`src/sv/mhfe_pkg.sv`:
```
// Shared types and character constants for the mail header field extractor.
package mhfe_pkg;

  localparam logic [7:0] CH_CR = 8'h0D;
  localparam logic [7:0] CH_LF = 8'h0A;
  localparam logic [7:0] CH_SP = 8'h20;

  // Configuration register indexes
  localparam logic [1:0] REG_KEY_LOW  = 2'd0;
  localparam logic [1:0] REG_KEY_HIGH = 2'd1;
  localparam logic [1:0] REG_KEY_LEN  = 2'd2;

  // One result beat
  typedef struct packed {
    logic [7:0] value_byte;
    logic       is_end;
    logic       found;
  } result_t;

  // Results raised by one input byte, first in r0
  typedef struct packed {
    logic [1:0] cnt;
    result_t    r0;
    result_t    r1;
  } push_t;

  // ASCII upper case to lower case, everything else untouched
  function automatic logic [7:0] fold(input logic [7:0] c);
    logic [7:0] r;
    r = c;
    if (c >= 8'h41 && c <= 8'h5A) begin
      r = c + 8'h20;
    end
    return r;
  endfunction

endpackage

```
`src/sv/mail_header_field_extractor_unit.sv`:
```
// Header field value extractor: takes one header byte per beat and returns the value of the
// first line whose start matches the configured key (case-insensitive), plus one continuation
// line, then an end beat with the found flag when the byte marked last arrives. One input beat
// is accepted every clock unless input stall is raised; all parsing is a single combinational
// step on the parser state registers. A byte can raise up to two result beats (a value byte and
// the end beat), which go into a four-entry queue that drains one beat per clock unless the
// output is stalled; input stall is raised while fewer than two queue slots are free. The user
// must write key registers only while the block is idle; the block does not enforce this.
module mail_header_field_extractor_unit #(
  parameter int MAX_KEY   = 16,
  parameter int MAX_VALUE = 512
) (
  input  logic        clk_i,
  input  logic        rst_ni,
  // configuration
  input  logic        cfg_we_i,
  input  logic [1:0]  cfg_index_i,
  input  logic [63:0] cfg_data_i,
  // input bytes
  input  logic        in_valid_i,
  output logic        in_stall_o,
  input  logic [7:0]  data_byte_i,
  input  logic        last_byte_i,
  // result beats
  output logic        out_valid_o,
  input  logic        out_stall_i,
  output logic [7:0]  value_byte_o,
  output logic        is_end_o,
  output logic        found_o
);

  logic [63:0] key_low_q, key_high_q;
  logic [4:0]  key_len_q;
  logic        room;
  logic        accept;

  mhfe_pkg::push_t   push;
  mhfe_pkg::result_t out_data;

  // Configuration registers
  always_ff @(posedge clk_i or negedge rst_ni) begin
    if (!rst_ni) begin
      key_low_q  <= '0;
      key_high_q <= '0;
      key_len_q  <= 5'd1;
    end else if (cfg_we_i) begin
      unique case (cfg_index_i)
        mhfe_pkg::REG_KEY_LOW:  key_low_q  <= cfg_data_i;
        mhfe_pkg::REG_KEY_HIGH: key_high_q <= cfg_data_i;
        mhfe_pkg::REG_KEY_LEN:  key_len_q  <= cfg_data_i[4:0];
        default: ;
      endcase
    end
  end

  assign in_stall_o = !room;
  assign accept     = in_valid_i && room;

  mhfe_parser #(
    .MAX_KEY   (MAX_KEY),
    .MAX_VALUE (MAX_VALUE)
  ) u_parser (
    .clk_i       (clk_i),
    .rst_ni      (rst_ni),
    .accept_i    (accept),
    .data_byte_i (data_byte_i),
    .last_byte_i (last_byte_i),
    .key_i       ({key_high_q, key_low_q}),
    .key_len_i   (key_len_q),
    .push_o      (push)
  );

  mhfe_out_fifo u_out_fifo (
    .clk_i       (clk_i),
    .rst_ni      (rst_ni),
    .push_i      (push),
    .out_stall_i (out_stall_i),
    .out_valid_o (out_valid_o),
    .out_data_o  (out_data),
    .room_o      (room)
  );

  assign value_byte_o = out_data.value_byte;
  assign is_end_o     = out_data.is_end;
  assign found_o      = out_data.found;

  // Checks
  a_push_only_on_accept: assert property (@(posedge clk_i) disable iff (!rst_ni)
    push.cnt != 2'd0 |-> accept)
    else $error("result raised without an accepted beat");

  a_last_gives_end: assert property (@(posedge clk_i) disable iff (!rst_ni)
    accept && last_byte_i |-> push.cnt != 2'd0)
    else $error("last byte produced no end beat");

  a_value_not_found: assert property (@(posedge clk_i) disable iff (!rst_ni)
    out_valid_o && !is_end_o |-> !found_o)
    else $error("found flag on a value beat");

endmodule

```
`src/sv/mhfe_parser.sv`:
```
// Header parsing state machine: key match, value and continuation capture.
module mhfe_parser #(
  parameter int MAX_KEY   = 16,
  parameter int MAX_VALUE = 512
) (
  input  logic            clk_i,
  input  logic            rst_ni,
  input  logic            accept_i,
  input  logic [7:0]      data_byte_i,
  input  logic            last_byte_i,
  input  logic [127:0]    key_i,
  input  logic [4:0]      key_len_i,
  output mhfe_pkg::push_t push_o
);

  localparam int VcW = $clog2(MAX_VALUE + 1);

  localparam logic [2:0] M_MATCH    = 3'd0;
  localparam logic [2:0] M_SKIPLINE = 3'd1;
  localparam logic [2:0] M_SKIP2    = 3'd2;
  localparam logic [2:0] M_VALUE    = 3'd3;
  localparam logic [2:0] M_GAP      = 3'd4;
  localparam logic [2:0] M_PEEK     = 3'd5;
  localparam logic [2:0] M_CONT     = 3'd6;
  localparam logic [2:0] M_DONE     = 3'd7;

  logic [2:0]     mode_q, mode_d;
  logic [4:0]     key_pos_q, key_pos_d;
  logic [1:0]     lb_q, lb_d;
  logic           skip_q, skip_d;
  logic [VcW-1:0] vcount_q, vcount_d;

  logic [4:0] eff_len;
  logic [7:0] key_byte;
  logic       emit_req;
  logic       emit_ok;
  logic [2:0] mode_mid;

  // Effective key length: zero counts as one, saturate at MAX_KEY
  always_comb begin
    eff_len = key_len_i;
    if (key_len_i == 5'd0) begin
      eff_len = 5'd1;
    end else if (key_len_i > 5'(MAX_KEY)) begin
      eff_len = 5'(MAX_KEY);
    end
  end

  assign key_byte = key_i[{key_pos_q[3:0], 3'b000} +: 8];

  // Next state for one byte
  always_comb begin
    mode_mid  = mode_q;
    key_pos_d = key_pos_q;
    lb_d      = lb_q;
    skip_d    = skip_q;
    emit_req  = 1'b0;
    unique case (mode_q)
      M_MATCH, M_SKIPLINE: begin
        if (mode_q == M_MATCH &&
            mhfe_pkg::fold(data_byte_i) == mhfe_pkg::fold(key_byte)) begin
          key_pos_d = key_pos_q + 5'd1;
          lb_d      = 2'd0;
          if (key_pos_d >= eff_len) begin
            mode_mid = M_SKIP2;
            skip_d   = 1'b0;
          end
        end else begin
          mode_mid = M_SKIPLINE;
          if (data_byte_i == mhfe_pkg::CH_CR) begin
            lb_d = 2'd1;
          end else if (data_byte_i == mhfe_pkg::CH_LF && lb_q == 2'd1) begin
            mode_mid  = M_MATCH;
            key_pos_d = 5'd0;
            lb_d      = 2'd2;
          end else begin
            lb_d = 2'd0;
          end
        end
      end
      M_SKIP2: begin
        skip_d = 1'b1;
        if (skip_q) begin
          mode_mid = M_VALUE;
        end
      end
      M_VALUE, M_CONT: begin
        if (data_byte_i == mhfe_pkg::CH_CR || data_byte_i == mhfe_pkg::CH_LF) begin
          mode_mid = (mode_q == M_VALUE) ? M_GAP : M_DONE;
        end else begin
          emit_req = 1'b1;
        end
      end
      M_GAP: begin
        mode_mid = M_PEEK;
      end
      M_PEEK: begin
        if (data_byte_i == mhfe_pkg::CH_SP) begin
          emit_req = 1'b1;
          mode_mid = M_CONT;
        end else begin
          mode_mid = M_DONE;
        end
      end
      default: begin
        mode_mid = M_DONE;
      end
    endcase
  end

  // Value length limit
  assign emit_ok  = emit_req && (vcount_q < VcW'(MAX_VALUE));
  assign vcount_d = emit_ok ? vcount_q + VcW'(1) : vcount_q;
  assign mode_d   = mode_mid;

  // Result beats for this byte: optional value byte, then optional end
  always_comb begin
    push_o = '0;
    if (accept_i) begin
      if (emit_ok) begin
        push_o.r0.value_byte = data_byte_i;
        if (last_byte_i) begin
          push_o.r1.is_end = 1'b1;
          push_o.r1.found  = (mode_mid >= M_SKIP2);
          push_o.cnt       = 2'd2;
        end else begin
          push_o.cnt = 2'd1;
        end
      end else if (last_byte_i) begin
        push_o.r0.is_end = 1'b1;
        push_o.r0.found  = (mode_mid >= M_SKIP2);
        push_o.cnt       = 2'd1;
      end
    end
  end

  // State registers, cleared after every end beat
  always_ff @(posedge clk_i or negedge rst_ni) begin
    if (!rst_ni) begin
      mode_q    <= M_MATCH;
      key_pos_q <= 5'd0;
      lb_q      <= 2'd2;
      skip_q    <= 1'b0;
      vcount_q  <= '0;
    end else if (accept_i) begin
      if (last_byte_i) begin
        mode_q    <= M_MATCH;
        key_pos_q <= 5'd0;
        lb_q      <= 2'd2;
        skip_q    <= 1'b0;
        vcount_q  <= '0;
      end else begin
        mode_q    <= mode_d;
        key_pos_q <= key_pos_d;
        lb_q      <= lb_d;
        skip_q    <= skip_d;
        vcount_q  <= vcount_d;
      end
    end
  end

  // Checks
  a_end_last: assert property (@(posedge clk_i) disable iff (!rst_ni)
    push_o.cnt == 2'd2 |-> push_o.r1.is_end && !push_o.r0.is_end)
    else $error("two beats but end beat not last");

  a_clear_after_end: assert property (@(posedge clk_i) disable iff (!rst_ni)
    accept_i && last_byte_i |=> mode_q == M_MATCH && key_pos_q == 5'd0 &&
      vcount_q == '0)
    else $error("state not cleared after end of buffer");

  a_value_limit: assert property (@(posedge clk_i) disable iff (!rst_ni)
    vcount_q <= VcW'(MAX_VALUE))
    else $error("value count beyond limit");

endmodule

```
`src/sv/mhfe_out_fifo.sv`:
```
// Four-entry result queue: up to two beats in and, unless stalled, one beat out a cycle.
module mhfe_out_fifo (
  input  logic              clk_i,
  input  logic              rst_ni,
  input  mhfe_pkg::push_t   push_i,
  input  logic              out_stall_i,
  output logic              out_valid_o,
  output mhfe_pkg::result_t out_data_o,
  output logic              room_o
);

  mhfe_pkg::result_t mem_q [4];
  logic [1:0] wr_q, rd_q;
  logic [2:0] count_q;
  logic       pop;

  assign out_valid_o = (count_q != 3'd0);
  assign out_data_o  = mem_q[rd_q];
  assign pop         = out_valid_o && !out_stall_i;
  // Room for the worst case of two beats
  assign room_o      = (count_q <= 3'd2);

  // Storage
  always_ff @(posedge clk_i) begin
    if (push_i.cnt != 2'd0) begin
      mem_q[wr_q] <= push_i.r0;
    end
    if (push_i.cnt == 2'd2) begin
      mem_q[wr_q + 2'd1] <= push_i.r1;
    end
  end

  // Pointers and fill level
  always_ff @(posedge clk_i or negedge rst_ni) begin
    if (!rst_ni) begin
      wr_q    <= 2'd0;
      rd_q    <= 2'd0;
      count_q <= 3'd0;
    end else begin
      wr_q    <= wr_q + push_i.cnt;
      rd_q    <= rd_q + {1'b0, pop};
      count_q <= count_q + {1'b0, push_i.cnt} - {2'b00, pop};
    end
  end

  // Checks
  a_no_overflow: assert property (@(posedge clk_i) disable iff (!rst_ni)
    push_i.cnt != 2'd0 |-> room_o)
    else $error("push into full queue");

  a_level: assert property (@(posedge clk_i) disable iff (!rst_ni)
    count_q <= 3'd4)
    else $error("queue level out of range");

  a_ptr_gap: assert property (@(posedge clk_i) disable iff (!rst_ni)
    count_q != 3'd4 |-> (wr_q - rd_q) == count_q[1:0])
    else $error("pointers disagree with level");

endmodule
```
`config.mk`:
```
export PLATFORM = sky130hd
export DESIGN_NAME = mail_header_field_extractor_unit
export DESIGN_NICKNAME = d
export VERILOG_FILES = /design/src/sv/mhfe_pkg.sv /design/src/sv/mail_header_field_extractor_unit.sv /design/src/sv/mhfe_parser.sv /design/src/sv/mhfe_out_fifo.sv
export SDC_FILE = /design/constraint.sdc
export NUM_CORES = 1
export LEC_CHECK = 0
export BUFFER_PORTS_ARGS = -buffer_cell sky130_fd_sc_hd__buf_2
export CELL_PAD_IN_SITES_DETAIL_PLACEMENT = 0
export CELL_PAD_IN_SITES_GLOBAL_PLACEMENT = 1
export CORE_ASPECT_RATIO = 1.75
export CORE_MARGIN = 2
export CORE_UTILIZATION = 40
export CTS_CLUSTER_SIZE = 25
export DETAILED_ROUTE_END_ITERATION = 8
export PLACE_DENSITY_LB_ADDON = 0.1
export RECOVER_POWER = 25
export SLEW_MARGIN = 40
export SYNTH_ARGS = -nofsm -noshare
export SYNTH_HDL_FRONTEND = slang
export SYNTH_SLANG_ARGS = --single-unit
export TNS_END_PERCENT = 100
```
`constraint.sdc`:
```
create_clock -name clk_i -period 9.4 [get_ports clk_i]
set_clock_uncertainty 0.15 [all_clocks]
set_input_delay 0.47 -clock clk_i [delete_from_list [all_inputs] [get_ports clk_i]]
set_output_delay 0.47 -clock clk_i [all_outputs]
set_load 0.01 [all_outputs]
```
* Word-level counts from Yosys, hierarchy flattened *
Memory sizes are Yosys's and may differ from the RTL's.
Cells that the tools add are included.

storage, ports and cells
  flip-flop bits (word level) = 161
  memory bits (writable) = 40
  bits of input ports = 80
  logic and storage cells = 124
  memories kept = 1

operators by class
  $add $sub $neg = 9
  $lt $le $gt $ge = 9
  equal/unequal tests = 17
  shift operators = 1
  muxes and demuxes = 48
  reductions and logical operators = 28

memory list
  memory            depth  width  read ports  clocked after memory_dff  write ports  RTL line             text
  u_out_fifo.mem_q  4      10     1           0                         2            mhfe_out_fifo.sv:12  mhfe_pkg::result_t mem_q [4];

operators with widths
  operator               count
  $shiftx 128x8->8       1
  $mux 8                 5
  $mux 5                 7
  $mux 2                 12
  $mux 10                2
  $mux 3                 6
  $add 8x6->8 const B    2
  $eq 8x4->1 const B     2
  $ge 8x7->1 const B     2
  $le 8x7->1 const B     2
  $pmux 3 s5             1
  $mux 1                 12
  $mux 12                1
  $add 10x1->10 const B  1
  $lt 10x10->1 const B   1
  $reduce_and 2->1       5
  $eq 3x3->1 const B     3
  $ne 3x2->1 const B     3
  $reduce_bool 3->1      3
  $eq 8x6->1 const B     1
  $eq 8x8->1             1
  $reduce_and 4->1       2
  $logic_and 1x1->1      7
  $eq 3x2->1 const B     2
  other kinds (21)       28

* Depth between registers and ports, before layout *
Gate-level depths: netlist (run 1).

  depth in word-level cells = 16
  mapped depth = 17

* Hierarchy *
Synthesis (run 1) repeated with hierarchy kept, for this count alone.

second synthesis, totals
  cell total of the unflattened synthesis = 725
  area, all modules = 10777.8 sq um

modules (own cells, without submodules)
  module                            instances  cells an instance  area an instance (sq um)  sequential area each (sq um)
  mail_header_field_extractor_unit  1          285                5371.4                    3329.4
  mhfe_parser                       1          301                2960.3                    526.8
  mhfe_out_fifo                     1          139                2446.1                    1376.3

* Worst setup path after synthesis (run 1) *
Ideal clock, no wire load.

  path type = input-to-reg
  from = input data_byte_i[1]
  to = register u_out_fifo.count_q[2]
  library setup time = 123 ps
  data arrival time = 3701 ps
  slack = 5426 ps
  stages on the path = 16
  cells stage by stage = clkbuf_1 -> or4_1 -> or3_1 -> nor3b_1 -> a31oi_1 -> or2_1 -> clkbuf_1 -> ha_1 -> nand2_1 -> ha_1 -> inv_1 -> ha_1 -> inv_1 -> fa_1 -> xor2_1 -> xnor2_1

on the way
  cells in the longest elaborated chain, start to end = 9

ends and longest elaborated chain
  what                    RTL line                                text
  start: declaration      mail_header_field_extractor_unit.sv:22  input logic [7:0] data_byte_i,
  $eq 8x4->1              mhfe_parser.sv:88                       if (data_byte_i == mhfe_pkg::CH_CR || data_byte_i == mhfe_pkg::CH_LF) begin
  $logic_or 1x1->1        mhfe_parser.sv:88
  $mux 1                  mhfe_parser.sv:88
  $pmux 1 s2 (*)          mhfe_parser.sv:58                       unique case (mode_q)
  $logic_and 1x1->1 (*)   mhfe_parser.sv:112                      assign emit_ok = emit_req && (vcount_q < VcW'(MAX_VALUE));
  $mux 2 (*)              mhfe_parser.sv:120                      if (emit_ok) begin
  $mux 12 (*)             mhfe_parser.sv:119                      if (accept_i) begin
  $add 3x2->3 (*)         mhfe_out_fifo.sv:42                     count_q <= count_q + {1'b0, push_i.cnt} - {2'b00, pop};
  $sub 3x1->3 (*)         mhfe_out_fifo.sv:42
  end signal: assignment  mhfe_out_fifo.sv:42
  end: declaration        mhfe_out_fifo.sv:14                     logic [2:0] count_q;

Every way passes the cells marked *; elsewhere a longest branch is shown, timed or not.
A chain may end at the register's enable or synchronous reset.

==> results by group, run 1 <==
CTS
  • Total setup buffers inserted after CTS: 0
  • Longest Clk Path Bufs: 3
  • Clk Tree Root Cell: sky130_fd_sc_hd__clkbuf_16
  • CTS tree: done
  • CTS H-tree lvls: 1
  • CTS buffer count: 22
  • Clock insertion delay at the later pin of the skew report: 0.50 ns
  • Count of clock tree sinks: roughly 200
  • Clock transition at the registers of the reported paths: 0.06 ns

Final layout
  • Commonest cells after routing, fill and taps aside: sky130_fd_sc_hd__dfrtp_1 (158), sky130_fd_sc_hd__mux2_2 (133), sky130_fd_sc_hd__buf_2 (88)
  • Number of inserted filler cells in the final layout: roughly 2.2k
  • Sequential cell area: 4910 um2
  • Non-filler cells, final: 1148
  • Multi-input logic area: 4510 um2
  • Area Overhead vs Synth: 15.3%
  • Antenna diode count: 0
  • Most common library cell in the layout ignoring fill and taps: sky130_fd_sc_hd__dfrtp_1
  • Number of nets in the final layout: 923
  • Fraction of final layout cells with drive strength greater than 1: between 30% and 40%

Logic synthesis
  • Flip-flop cell with the highest count after synthesis: sky130_fd_sc_hd__dfrtp_1
  • Number of distinct library cell variants in the gate-level netlist after synthesis: 59
  • Synthesized area per cell: roughly 13 um2
  • Post-synth EDFFs: 8
  • Net count after synthesis: 846
  • Count of yosys warnings during synthesis: 0
  • Synthesized instance count: between 700 and 800
  • Post-synth design cell area: 9670 um2
  • Seq/Total Area, Yosys: a little over 50%
  • Flop and latch count out of synthesis: 201
  • Fraction of synthesis flops using an asynchronous set or reset pin: 80.1%

GRT
  • Global-route wire length before repair: 38.4 mm
  • Initial antenna violation count: 0
  • Pin count of the biggest net entering global routing: 89
  • Vias in the first global route: just over 7k
  • Overall routing resource usage: 19.0%
  • Gr ovfl total: 0

STA
  • Final setup violation count: 0
  • Clock period minus worst slack: 5.48 ns
  • Worst hold slack: 0.0633 ns
  • Transition time of the tightest slew-check pin: 4.85 ns
  • Count of pins over their slew limit: ~150
  • RSZ-0062 raised after global routing: false
  • Max-slew headroom: -223%
  • Fmax: 182 MHz
  • Post-route clock period utilization: 58.4%
  • Post-Route Setup TNS: 0 ns
  • Number of endpoints with negative hold slack in the final report: 0

Die
  • Height of the chip: around 210 um
  • I/O Pins: 92
  • Area of the placeable core: 23800 um2
  • Row cnt: 75
  • Starting Density: 40.6%
  • Die Outline Area: roughly 25000 um2
  • Die X: between 100 and 150 um

Placement
  • Placed insts: 1108
  • Half-perimeter wire length of the detailed placement result: about 17 mm
  • Port Buffers: 91
  • Placer Congestion: 0.777

Route
  • DR iter-0 viols: 384
  • Via Count: 6434
  • Drc violations: 0
  • Routed wire per std cell: 20.6 um
  • Pre-Repair DR Iteration Count: 4
  • Number of routed nets with antenna violations: 0
  • Vias per cell: 5.60
  • Detailed Route WL: 23.6 mm

Worst setup path
  • CP Class: in -> async
  • Critical path origin: rst_ni
  • Startpoint type of the worst setup path: input port
  • Crit path max fanout: 88
  • Cell with the biggest individual delay on the critical path: sky130_fd_sc_hd__clkbuf_1
  • Worst endpoint required time: 8.32 ns
  • Arrival time worst endpoint: 4.41 ns
  • Sum of buffers and inverters on the critical path: 2
  • Worst R2R Start: u_parser.key_pos_q[0]$_DFFE_PN0P_
  • Slowest cell delay on critical path: 3.37 ns
  • CP Capture Type: async pin
  • Crit-path leading delay family: buffers and inverters
  • Ordered list of cells on the worst path: dlygate4sd3_1 -> clkbuf_1

Min path
  • Startpoint of the tightest hold check path: cfg_data_i[30]
  • Kind of path behind the tightest hold check: in -> reg

Power and ir drop
  • Worst vdd ir: 155 uV
  • Static leakage power: 4.72 nW
  • Total power divided by cell area: ~240 nW/um2

Status
  • Violations in the final reports: max-capacitance violations, max-slew violations
  • Outcome: finished with violations

Run
  • Reported max-cap violation count: 2
cell families (layout without fill, tap and decap cells):
logic type	count (synthesis)	after routing	synth area share, %
DFF	201	201	50.8
muxes	188	188	26.0
and+or+nand+nor	137	137	6.95
AOI/OAI and AO/OA	123	123	9.64
buffers and inverters	63	155	2.65
adders and majority gates	18	18	2.41
xor gates and xnor gates	18	18	1.63
metal layers:
layer	wire, um	share of wire, %	GRT usage (%)
met4	710	3.0	5.98
met5	0	0	0
met3	833	3.5	2.55
met2	13200	56	36.3
met1	8870	38	21.5
worst reg2reg max path, delay by kind of cell (launching register included):
| family | cells | cell delay (ns) |
|---|---|---|
| buf+inv | 1 | 0.47 |
| compound gates | 4 | 1.47 |
| fa+ha+maj | 1 | 0.29 |
| flops | 1 | 0.35 |
| mux | 2 | 1.17 |
| xor+xnor | 1 | 0.17 |
through the flow:
stage	power (mW)	cell area, um2	setup slack, ns	utilization [%]
3_5_place_dp	1.81	10400	4.98	43.6
5_1_grt	2.86	11200	2.82	46.8
2_1_floorplan	1.62	9670	5.43	-
6_report	2.71	11200	3.92	46.8
4_1_cts	2.75	11200	4.95	46.9
3_3_place_gp	1.78	10400	5.07	43.5
sequential cells by signal (all words and copies together), names as in the netlist:
signal / count
key_high_q: 64
key_len_q: 5
key_low_q: 64
u_out_fifo.count_q: 3
u_out_fifo.mem_q: 40
u_out_fifo.rd_q: 2
u_out_fifo.wr_q: 2
u_parser.key_pos_q: 5
u_parser.lb_q: 2
u_parser.mode_q: 3
u_parser.skip_q: 1
u_parser.vcount_q: 10
cell type report:
type                            instances  area share (%)
Timing Repair Buffer                   97            4.54
Inverter                               19           0.639
Sequential cell                       201            44.0
Clock inverter                         15            1.61
Clock buffer                           24            5.28
Multi-Input combinational cell        484            40.4
Tap cell                              308            3.45
timing repair:
action,4_1_cts,5_1_grt
hold buffers,1,0
gates resized for setup,0,0
hold endpoints to repair,85,0
path summary, 6_finish.rpt:
kind                                                        to  slack, ns  cells past startpoint
max                          u_parser.key_pos_q[0]$_DFFE_PN0P_       3.92                      2
min                                 key_high_q[30]$_DFFE_PN0P_       0.06                      2
max reg2reg                   u_out_fifo.mem_q[1][0]$_DFFE_PP_       5.14                      9
min reg2reg                u_out_fifo.mem_q[1][4]$_SDFFE_PP0P_       0.33                      1
max in group clk_i            u_out_fifo.mem_q[1][0]$_DFFE_PP_       5.14                      9
min in group asynchronous     u_parser.vcount_q[0]$_DFFE_PN0P_       2.13                      2
synth_stat cells, drive strengths merged, types with 10 or more instances:
cell type | number | area [um2]
mux2 | 133 | 1500
inv | 18 | 67.6
o21ai | 18 | 93.8
dfxtp | 32 | 641
nand2 | 41 | 154
a22oi | 10 | 75.1
nand3 | 13 | 65.1
buf | 10 | 57.6
mux2i | 18 | 180
ha | 17 | 213
nor3 | 16 | 90.1
mux4 | 37 | 833
a22o | 35 | 307
dfrtp | 159 | 3980
a21oi | 19 | 95.1
clkbuf | 34 | 128
nor2 | 30 | 113
power by group:
part	switching (mW)	total [mW]	internal [mW]
Sequential	0.139	1.16	1.02
Clock	0.359	0.921	0.562
Combinational	0.299	0.631	0.332
(Power assumes the default switching activity.)
==> run 2, diff against run 1 <==
==> constraint.sdc (replaced) <==
create_clock -name clk_i -period 4.71 [get_ports clk_i]
set_clock_uncertainty 0.15 [all_clocks]
set_input_delay 0.2355 -clock clk_i [delete_from_list [all_inputs] [get_ports clk_i]]
set_output_delay 0.2355 -clock clk_i [all_outputs]
set_load 0.01 [all_outputs]
==> run 2 against run 1 <==
Net effect:
- the run still ends with max-capacitance violations, max-slew violations left
- power up 96%
- critical path depth up 14
- combinational power up 110%
- hold slack worse by 0.035 ns
- core utilization up 2.9 points
- cell area up 6.2%
- register-to-register slack worse by 4.5 ns
- via count up 3.2%
- first-iteration DRC count down 2.1%
- highest routed layer unchanged
==> results by group, run 2 (synthesized netlist as in run 1, its figures left out) <==
STA
  • Count of pins over their slew limit: 133 (-14%)
  • Post-route clock period utilization: 86.3%
  • Fmax: 246 MHz
  • Number of endpoints with negative hold slack in the final report: 0 (unchanged)
  • Transition time of the tightest slew-check pin: 3.80 ns (-1.05 ns)
  • RSZ-0062 raised after global routing: false
  • Max-slew headroom: -153% (+70 points)
  • Post-Route Setup TNS: 0 ns (unchanged)
  • Final setup violation count: 0 (unchanged)
  • Clock period minus worst slack: 4.06 ns

Worst setup path
  • Arrival time worst endpoint: 4.31 ns (-0.10 ns)
  • Crit path max fanout: 10 (-89%)
  • Slowest cell delay on critical path: 0.54 ns (-2.83 ns)
  • Crit-path leading delay family: simple AND/OR/NAND/NOR gates
  • CP Capture Type: flip-flop
  • Startpoint type of the worst setup path: input port
  • Most repeated library cell on the critical path: sky130_fd_sc_hd__ha_1
  • R2r setup slk: 0.65 ns (-4.49 ns)
  • Instance count on the critical path: 16 (+14)
  • Cell with the biggest individual delay on the critical path: sky130_fd_sc_hd__or4_1
  • CP Class: in -> reg
  • R2R cell count: 11 (+2)
  • Sum of buffers and inverters on the critical path: 4 (+2)
  • Worst endpoint required time: 4.96 ns (-3.36 ns)
  • Ordered list of cells on the worst path: dlygate4sd3_1 -> buf_2 -> or4_1 -> or3_1 -> nor3b_1 -> a31oi_1 -> or2_1 -> ha_1 -> nand2_1 -> ha_1 -> inv_1 -> ha_1 -> inv_1 -> fa_1 -> xor2_1 -> xnor2_1

GRT
  • Overall routing resource usage: 19.3% (+0.27 points)
  • Vias in the first global route: 7339 (+3.5%)
  • Pin count of the biggest net entering global routing: 68 (-24%)
  • Global-route wire length before repair: 38.7 mm (+0.77%)
  • Initial antenna violation count: 0 (unchanged)
  • Gr ovfl total: 0 (unchanged)

Route
  • Number of routed nets with antenna violations: 0 (unchanged)
  • DR iter-0 viols: 376 (-2.1%)
  • Routed wire per std cell: 19.6 um (-4.5%)
  • Vias per cell: 5.45 (-2.8%)
  • Met1 wire length: 9.29 mm (+4.7%)
  • DR WL met3: 702 um (-16%)
  • Detailed route wirelength on metal2: 13.3 mm (+0.64%)
  • Via Count: 6638 (+3.2%)
  • Pre-Repair DR Iteration Count: 4 (unchanged)
  • Drc violations: 0 (unchanged)
  • Uppermost layer routed: met4
  • Detailed Route WL: 23.9 mm (+1.4%)

CTS
  • CTS resizes: 0 (unchanged)
  • CTS H-tree lvls: 1 (unchanged)
  • Longest Clk Path Bufs: 3 (unchanged)
  • Count of clock tree sinks: 201 (unchanged)
  • Clk Tree Root Cell: sky130_fd_sc_hd__clkbuf_16
  • CTS buffer count: 20 (-9.1%)
  • CTS tree: done
  • Clock insertion delay at the later pin of the skew report: 0.50 ns (about the same)
  • Clock transition at the registers of the reported paths: 0.06 ns (about the same)

Placement
  • Port Buffers: 91 (unchanged)
  • Placer Congestion: 0.773 (-0.63%)
  • Half-perimeter wire length of the detailed placement result: 17.0 mm (+2.1%)

Power and ir drop
  • Total power divided by cell area: 449 nW/um2 (+85%)
  • Static leakage power: 5.01 nW (+6.1%)
  • Worst vdd ir: 276 uV (+78%)

Die
  • Die Outline Area: 25500 um2 (unchanged)
  • Starting Density: 40.6% (unchanged)
  • Area of the placeable core: 23800 um2 (unchanged)
  • Height of the chip: 210 um (unchanged)
  • Row cnt: 75 (unchanged)
  • I/O Pins: 92 (unchanged)
  • Die X: 122 um (unchanged)

Final layout
  • Number of nets in the final layout: 997 (+8.0%)
  • Most common library cell in the layout ignoring fill and taps: sky130_fd_sc_hd__dfrtp_1
  • Final core occ: 49.7% (+2.9 points)
  • Antenna diode count: 0 (unchanged)
  • Fraction of final layout cells with drive strength greater than 1: 34.0% (-3.2 points)
  • Number of inserted filler cells in the final layout: 2170 (-2.3%)
  • Registers with the highest flip-flop counts: key_high_q: 64 flops, key_low_q: 64 flops, u_out_fifo.mem_q: 40 flops
  • Area Overhead vs Synth: 22.5%
  • Commonest cells after routing, fill and taps aside: sky130_fd_sc_hd__dfrtp_1 (157), sky130_fd_sc_hd__mux2_2 (133), sky130_fd_sc_hd__buf_2 (86)

Run
  • Reported max-cap violation count: 2 (unchanged)

Status
  • Outcome: finished with violations
  • Violations in the final reports: max-capacitance violations, max-slew violations

Min path
  • Kind of path behind the tightest hold check: in -> reg
  • Instance count along the most critical hold path: 3 (+1)
## run 2: cell types whose count changed in the layout (fill, tap and decap cells not counted), moves of 2 or more
cell | previous run | this run
sky130_fd_sc_hd__buf_2 | 88 | 86
sky130_fd_sc_hd__clkbuf_1 | 4 | 7
sky130_fd_sc_hd__clkinv_2 | 7 | 4
sky130_fd_sc_hd__clkinvlp_4 | 2 | 0
sky130_fd_sc_hd__buf_4 | 1 | 6
sky130_fd_sc_hd__buf_6 | 3 | 1
sky130_fd_sc_hd__clkbuf_8 | 1 | 3
sky130_fd_sc_hd__dlygate4sd3_1 | 1 | 73
sky130_fd_sc_hd__bufinv_16 | 4 | 1
## run 2: through the flow
stage	total power, mW	instance area (um2)	std cells	setup slack, ns	hold slack (ns)
2_1_floorplan	3.23	9670	748	0.971	-0.210
5_1_grt	5.63	11800	1219	0.253	0.0425
3_5_place_dp	3.64	10400	1112	0.669	0.137
6_report	5.32	11800	1219	0.646	0.0283
3_3_place_gp	3.57	10400	1112	0.722	0.123
4_1_cts	5.39	11900	1219	0.606	0.0256
## run 2: worst paths after layout
check                                               startpoint                             endpoint
setup / recovery                                data_byte_i[1]      u_out_fifo.count_q[2]$_DFF_PN0_
hold / removal                                     out_stall_i         u_out_fifo.rd_q[0]$_DFF_PN0_
setup reg to reg             u_parser.key_pos_q[0]$_DFFE_PN0P_     u_out_fifo.mem_q[1][0]$_DFFE_PP_
hold reg to reg            u_out_fifo.mem_q[1][4]$_SDFFE_PP0P_  u_out_fifo.mem_q[1][4]$_SDFFE_PP0P_
max in group asynchronous                               rst_ni    u_parser.key_pos_q[1]$_DFFE_PN0P_
min in group asynchronous                               rst_ni         u_out_fifo.wr_q[0]$_DFF_PN0_
## run 2: where the power goes
part	internal, mW	switching, mW
Combinational	0.714	0.592
Clock	1.01	0.674
Sequential	2.03	0.301
Total	3.75	1.57
## run 2: routing by layer
| layer | vias to the layer above | global-route usage (%) |
|---|---|---|
| li1 | 3086 | - |
| met2 | 108 | 36.7 |
| met1 | 3404 | 22.0 |
| met4 | 0 | 5.91 |
| met5 | - | 0 |
| met3 | 40 | 2.50 |
## run 2: worst reg2reg max path: stages, from the launching register on
cell                        delay, ns
sky130_fd_sc_hd__dfrtp_2         0.74
sky130_fd_sc_hd__buf_12          0.28
sky130_fd_sc_hd__mux4_2          0.51
sky130_fd_sc_hd__a22o_1          0.24
sky130_fd_sc_hd__inv_1           0.06
sky130_fd_sc_hd__nand2_1         0.08
sky130_fd_sc_hd__o311a_1         0.40
sky130_fd_sc_hd__o41ai_1         0.45
sky130_fd_sc_hd__xor2_1          0.17
sky130_fd_sc_hd__a211oi_4        0.23
sky130_fd_sc_hd__o21ai_2         0.17
sky130_fd_sc_hd__a2111oi_4       0.38
## run 2: layout make-up
type / instances / area [um2] / share of cell area [%]
flip-flops and latches: 201 / 4910 / 41.5
multi-input cells: 484 / 4510 / 38.1
repair buffers: 173 / 1270 / 10.7
clock buffers: 29 / 649 / 5.48
well taps: 308 / 385 / 3.25
inverters: 19 / 71.3 / 0.602
clock inverters: 5 / 50.0 / 0.422
## run 2: what timing repair did
action / in CTS / in global routing
hold endpoints to repair: 230 / 0
buffers inserted: 0 / 0
hold buffers: 73 / 0
